`src/rtl/qla_pkg.sv`:
```
// Shared types, constants and a helper function for the Q-learning agent.
// Used by every module of the block except the generic RAM.
`default_nettype none

package qla_pkg;

    localparam int NUM_STATES  = 32768;
    localparam int NUM_ACTIONS = 9;
    localparam int Q_WIDTH     = 24;
    localparam int FRAC_BITS   = 16;

    localparam int STATE_W  = 15;
    localparam int STATE_AW = $clog2(NUM_STATES);
    localparam int ACT_W    = 4;
    localparam int CNT_W    = $clog2(NUM_ACTIONS + 1);
    localparam int Q_DEPTH  = NUM_STATES * NUM_ACTIONS;
    localparam int QADDR_W  = $clog2(Q_DEPTH);
    localparam int COEF_W   = 17;
    localparam int COEF_FRAC = 16;
    localparam int EDRAW_W  = 16;
    localparam int PDRAW_W  = 8;
    localparam int KIND_W   = 3;

    localparam int P1_W = COEF_W + 1 + Q_WIDTH;
    localparam int T1_W = P1_W - COEF_FRAC;
    localparam int TD_W = Q_WIDTH + 3;
    localparam int P2_W = COEF_W + 1 + TD_W;
    localparam int T2_W = P2_W - COEF_FRAC;
    localparam int NQ_W = Q_WIDTH + 6;

    localparam logic [COEF_W-1:0] COEF_ONE       = COEF_W'(65536);
    localparam logic [COEF_W-1:0] LEARN_RESET    = COEF_W'(6554);
    localparam logic [COEF_W-1:0] DISCOUNT_RESET = COEF_W'(58982);
    localparam logic [COEF_W-1:0] EXPLORE_RESET  = COEF_W'(6554);

    localparam logic [1:0] REG_LEARN    = 2'd0;
    localparam logic [1:0] REG_DISCOUNT = 2'd1;
    localparam logic [1:0] REG_EXPLORE  = 2'd2;

    localparam logic [KIND_W-1:0] KIND_GREEDY  = 3'd0;
    localparam logic [KIND_W-1:0] KIND_EXPLORE = 3'd1;
    localparam logic [KIND_W-1:0] KIND_UNKNOWN = 3'd2;
    localparam logic [KIND_W-1:0] KIND_NO_USE  = 3'd3;
    localparam logic [KIND_W-1:0] KIND_EMPTY   = 3'd4;
    localparam logic [KIND_W-1:0] KIND_UPDATE  = 3'd5;

    localparam logic signed [Q_WIDTH-1:0] Q_MINUS_ONE =
        -Q_WIDTH'(signed'(1 << FRAC_BITS));
    localparam logic signed [NQ_W-1:0] QMAX = NQ_W'((1 << (Q_WIDTH - 1)) - 1);
    localparam logic signed [NQ_W-1:0] QMIN = -NQ_W'(1 << (Q_WIDTH - 1));

    typedef enum logic [3:0] {
        ST_CLEAR,
        ST_IDLE,
        ST_PRES_S,
        ST_CAPS,
        ST_OLDQ,
        ST_SCAN,
        ST_MUL1,
        ST_TD,
        ST_MUL2,
        ST_WRITE,
        ST_DONE
    } state_t;

    typedef struct packed {
        logic load_in;
        logic clr_wr;
        logic pres_nst;
        logic cap_pres_s;
        logic cap_pres_n;
        logic q_old_rd;
        logic scan;
        logic mul1;
        logic td;
        logic mul2;
        logic commit;
        logic out_load;
    } cmd_t;

    typedef struct packed {
        logic req_upd;
        logic act_bad;
        logic scan_end;
        logic clr_last;
    } sts_t;

    // The index-th set bit of the mask, where index = (draw * count) >> 8.
    function automatic logic [ACT_W-1:0] random_pick(input logic [NUM_ACTIONS-1:0] mask,
                                                     input logic [PDRAW_W-1:0] draw);
        logic [CNT_W-1:0]         cnt;
        logic [CNT_W+PDRAW_W-1:0] prod;
        logic [CNT_W-1:0]         idx;
        logic [CNT_W-1:0]         seen;
        logic [ACT_W-1:0]         pick;
        logic                     found;
        cnt = '0;
        for (int i = 0; i < NUM_ACTIONS; i++)
        begin
            cnt = cnt + CNT_W'(mask[i]);
        end
        prod  = (CNT_W+PDRAW_W)'(draw) * (CNT_W+PDRAW_W)'(cnt);
        idx   = prod[CNT_W+PDRAW_W-1:PDRAW_W];
        seen  = '0;
        pick  = '0;
        found = 1'b0;
        for (int i = 0; i < NUM_ACTIONS; i++)
        begin
            if (mask[i] && !found)
            begin
                if (seen == idx)
                begin
                    pick  = ACT_W'(i);
                    found = 1'b1;
                end
                seen = seen + 1'b1;
            end
        end
        return pick;
    endfunction

endpackage

`default_nettype wire

```
`src/rtl/qla_ctrl.sv`:
```
// Controller state machine of the Q-learning agent: sequences clearing,
// table scans and the update arithmetic. Depends on qla_pkg.
`default_nettype none

module qla_ctrl (
    input  wire logic          clk,
    input  wire logic          rst_n,
    input  wire logic          s_tvalid,
    output logic               s_tready,
    output logic               m_tvalid,
    input  wire logic          m_tready,
    input  wire qla_pkg::sts_t sts,
    output qla_pkg::cmd_t      cmd
);
    import qla_pkg::*;

    state_t state_reg;
    state_t state_next;
    logic   m_valid_reg;
    logic   m_valid_next;
    logic   out_free;

    assign out_free = !m_valid_reg || m_tready;

    always_ff @(posedge clk or negedge rst_n)
    begin
        if (!rst_n)
        begin
            state_reg   <= ST_CLEAR;
            m_valid_reg <= 1'b0;
        end
        else
        begin
            state_reg   <= state_next;
            m_valid_reg <= m_valid_next;
        end
    end

    always_comb
    begin
        state_next = state_reg;
        case (state_reg)
            ST_CLEAR:  if (sts.clr_last) state_next = ST_IDLE;
            ST_IDLE:   if (s_tvalid) state_next = ST_PRES_S;
            ST_PRES_S: state_next = ST_CAPS;
            ST_CAPS:   state_next = sts.req_upd ? ST_OLDQ : ST_SCAN;
            ST_OLDQ:   state_next = ST_SCAN;
            ST_SCAN:
            begin
                if (sts.scan_end)
                begin
                    state_next = (sts.req_upd && !sts.act_bad) ? ST_MUL1 : ST_DONE;
                end
            end
            ST_MUL1:   state_next = ST_TD;
            ST_TD:     state_next = ST_MUL2;
            ST_MUL2:   state_next = ST_WRITE;
            ST_WRITE:  state_next = ST_DONE;
            ST_DONE:   if (out_free) state_next = ST_IDLE;
            default:   state_next = ST_IDLE;
        endcase
    end

    always_comb
    begin
        cmd          = '0;
        s_tready     = 1'b0;
        m_valid_next = m_valid_reg && !m_tready;
        case (state_reg)
            ST_CLEAR:  cmd.clr_wr = 1'b1;
            ST_IDLE:
            begin
                s_tready    = 1'b1;
                cmd.load_in = s_tvalid;
            end
            ST_PRES_S: ;
            ST_CAPS:
            begin
                cmd.cap_pres_s = 1'b1;
                cmd.pres_nst   = 1'b1;
            end
            ST_OLDQ:
            begin
                cmd.cap_pres_n = 1'b1;
                cmd.q_old_rd   = 1'b1;
            end
            ST_SCAN:   cmd.scan = 1'b1;
            ST_MUL1:   cmd.mul1 = 1'b1;
            ST_TD:     cmd.td = 1'b1;
            ST_MUL2:   cmd.mul2 = 1'b1;
            ST_WRITE:  cmd.commit = 1'b1;
            ST_DONE:
            begin
                if (out_free)
                begin
                    cmd.out_load = 1'b1;
                    m_valid_next = 1'b1;
                end
            end
            default: ;
        endcase
    end

    assign m_tvalid = m_valid_reg;

endmodule

`default_nettype wire

```
`config.mk`:
```
export PLATFORM = sky130hd
export DESIGN_NAME = qla_ctrl
export DESIGN_NICKNAME = d
export VERILOG_FILES = /design/src/rtl/qla_pkg.sv /design/src/rtl/qla_ctrl.sv
export SDC_FILE = /design/constraint.sdc
export NUM_CORES = 1
export LEC_CHECK = 0
export BUFFER_PORTS_ARGS = -buffer_cell sky130_fd_sc_hd__buf_4
export CORE_AREA = 2 2 39 41
export CTS_BUF_LIST = sky130_fd_sc_hd__clkbuf_2 sky130_fd_sc_hd__clkbuf_4 sky130_fd_sc_hd__clkbuf_8
export CTS_CLUSTER_SIZE = 12
export DETAILED_ROUTE_END_ITERATION = 8
export DIE_AREA = 0 0 41 43
export GPL_ROUTABILITY_DRIVEN = 1
export GPL_TIMING_DRIVEN = 1
export SYNTH_ARGS = -nofsm -noshare
export SYNTH_HDL_FRONTEND = slang
export SYNTH_SLANG_ARGS = --single-unit
```
`constraint.sdc`:
```
create_clock -name clk -period 2.8 [get_ports clk]
set_clock_uncertainty 0.15 [all_clocks]
set_input_delay 0.84 -clock clk [delete_from_list [all_inputs] [get_ports clk]]
set_output_delay 0.84 -clock clk [all_outputs]
set_load 0.05 [all_outputs]
```
==> impl_metrics.ini <==
[status]
status = finished clean

[logic_synthesis]
avgSynthCellArea_um2 = 8.91
synth_edf_count = 0
ys_seq_area_frac = 0.281
ys_top_cells_by_area = dfrtp_1 (28%), nand2b_1 (7.0%), a2111oi_4 (6.2%)
synthFlopType = dfrtp_1
synth_cell_type_count = 28
syn-instance-count = 50
syn_area_um2 = 445
syn-num-nets = 58
synth_top_area_cell = dfrtp_1
yosys_warnings = 0
ys_ff_latch = 5
synthArstFlopShare = 1.00
synth_top_area_share = 0.281

[global_routing]
grt_max_degree = 14
grt_pass1_wl_mm = 1.63
grt_pass1_vias = 395
grt_remaining_overflow = 0
grt_antenna_before_repair = 0
grtUsageTotal = 0.133

[sta]
setup_violations = 0
min_period_ns = 2.54
fmax_ghz = 0.393
tightest_slew_ns = 0.473
setup_ws_ns = 0.258
maxSlewViolCount = 0
relSlewSlack = 0.685
grt_setup_unrepaired = no
final_hold_viol_count = 0
fin_tns_setup_ns = 0
period_share = 0.908

[detailed_routing]
drt_iter0_drc = 10
wl_per_cell_um = 11.2
routed_wl_um = 950
vias = 435
ant_nets = 0
drc = 0
dr.pass1.iters = 4
via_per_inst = 5.12

[clock_network]
cts_resized = 0
cts_setup_buffers = 0
clk_latency_ns = 0.24
cts_num_sinks = 5
cts_inserted_buffers = 3
cts-hold-fix-buffers = 0
cts.htree.levels = 1
cts_root_buf = clkbuf_4
clkSlewWorstSetupHoldPaths_ns = 0.04
cts_tree = yes
clockBufferDepth = 2

[placement]
portBuffers = 21
hpwl_um = 760
globalplace.congestion = 0.748
post-place-ws_ns = 0.392

[run]
maxCapViolCount = 0

[finish]
fin_nets = 78
layout_common_cells = buf_4 (21), nor2_1 (6), nand2b_1 (5), dfrtp_1 (5), clkbuf_4 (4)
multi_input_area_um2 = 282
drive_gt1_frac = 0.478
largest_reg_flops = 4
insertedDiodeCount = 0
area_delta_synth_final_pct = 38.8
regArea_um2 = 125
fill_cells = 140
mostFrequentLayoutCell = buf_4

[setup_path]
critPathBufInv = 1
endpoint_kind = primary output
start_kind = flop
cpPeakStageDelay_ns = 0.63
crit_slowest_cell = dfrtp_1
critPathRequiredTime_ns = 1.81
worstPathCellList = nand2b_1, nor3_2, buf_4
cp_max_fo = 13
crit_type = flop to primary output
cp.arrival_ns = 1.55
critPathTopFamily = flip-flops

[die]
die_h_um = 43
core_area_mm2 = 0.00138
dieArea_mm2 = 0.00176
start_util = 0.322
placementRows = 14
die_x_um = 41
io_pins = 22

[min_path]
holdCritPathClass = primary input to asynchronous set/reset pin

[power]
irDropWorstVdd_mv = 0.495
power.total_mw = 0.856
power_leakage_nw = 0.293
power_density_mw_per_mm2 = 1390
-- report_power, final --
part           switching, mW  internal, mW
clock                 0.0277        0.0634
sequential             0.104         0.103
combinational          0.350         0.208
-- final cells by class --
class / count / area share
inverter: 1 / 0.00607
timing repair buffer: 21 / 0.255
tap: 16 / 0.0324
multi-input combinational: 38 / 0.455
clock buffer: 4 / 0.0486
sequential: 5 / 0.202
-- stage by stage --
step	instances	utilization	hold WS (ns)	area, um2
after detailed placement	81	0.425	0.360	588
after CTS	85	0.447	0.236	618
after floorplan	50	-	0.394	460
final	85	0.447	0.242	618
after global placement	81	0.425	0.339	588
after global routing	85	0.447	0.230	618
-- layer usage --
layer  wire length [um]  global-route usage  share of wire
met2                493               0.197           0.52
met4                  0              0.0533              0
met3                 43              0.0524          0.045
met1                413               0.166           0.43
met5                  0                   0              0
-- worst paths after layout --
kind | startpoint | end | depth (start not counted) | slack [ns]
setup / recovery | state_reg[2] | cmd[7] | 3 | 0.26
max in group asynchronous | rst_n | state_reg[2] | 1 | 2.15
setup reg to reg | state_reg[2] | state_reg[0] | 3 | 1.21
hold / removal | rst_n | state_reg[3] | 1 | 0.24
hold reg to reg | m_tvalid | m_tvalid | 2 | 0.37
min in group clk | m_tvalid | m_tvalid | 2 | 0.37
-- Yosys cell counts, drive strengths merged (2+ instances only) --
| cell | number |
|---|---|
| nand2 | 2 |
| nor3 | 4 |
| buf | 6 |
| nand2b | 6 |
| dfrtp | 5 |
| nor2 | 7 |
| nor2b | 3 |
| or2 | 2 |
-- logic make-up (layout without fill, tap and decap cells) --
group / count (synthesis) / count (layout) / synth area share
and+or+nand+nor: 27 / 27 / 0.365
AOI/OAI and AO/OA: 11 / 11 / 0.233
buffers and inverters: 7 / 26 / 0.121
DFF: 5 / 5 / 0.281
Power figures use the tool's default switching activity.
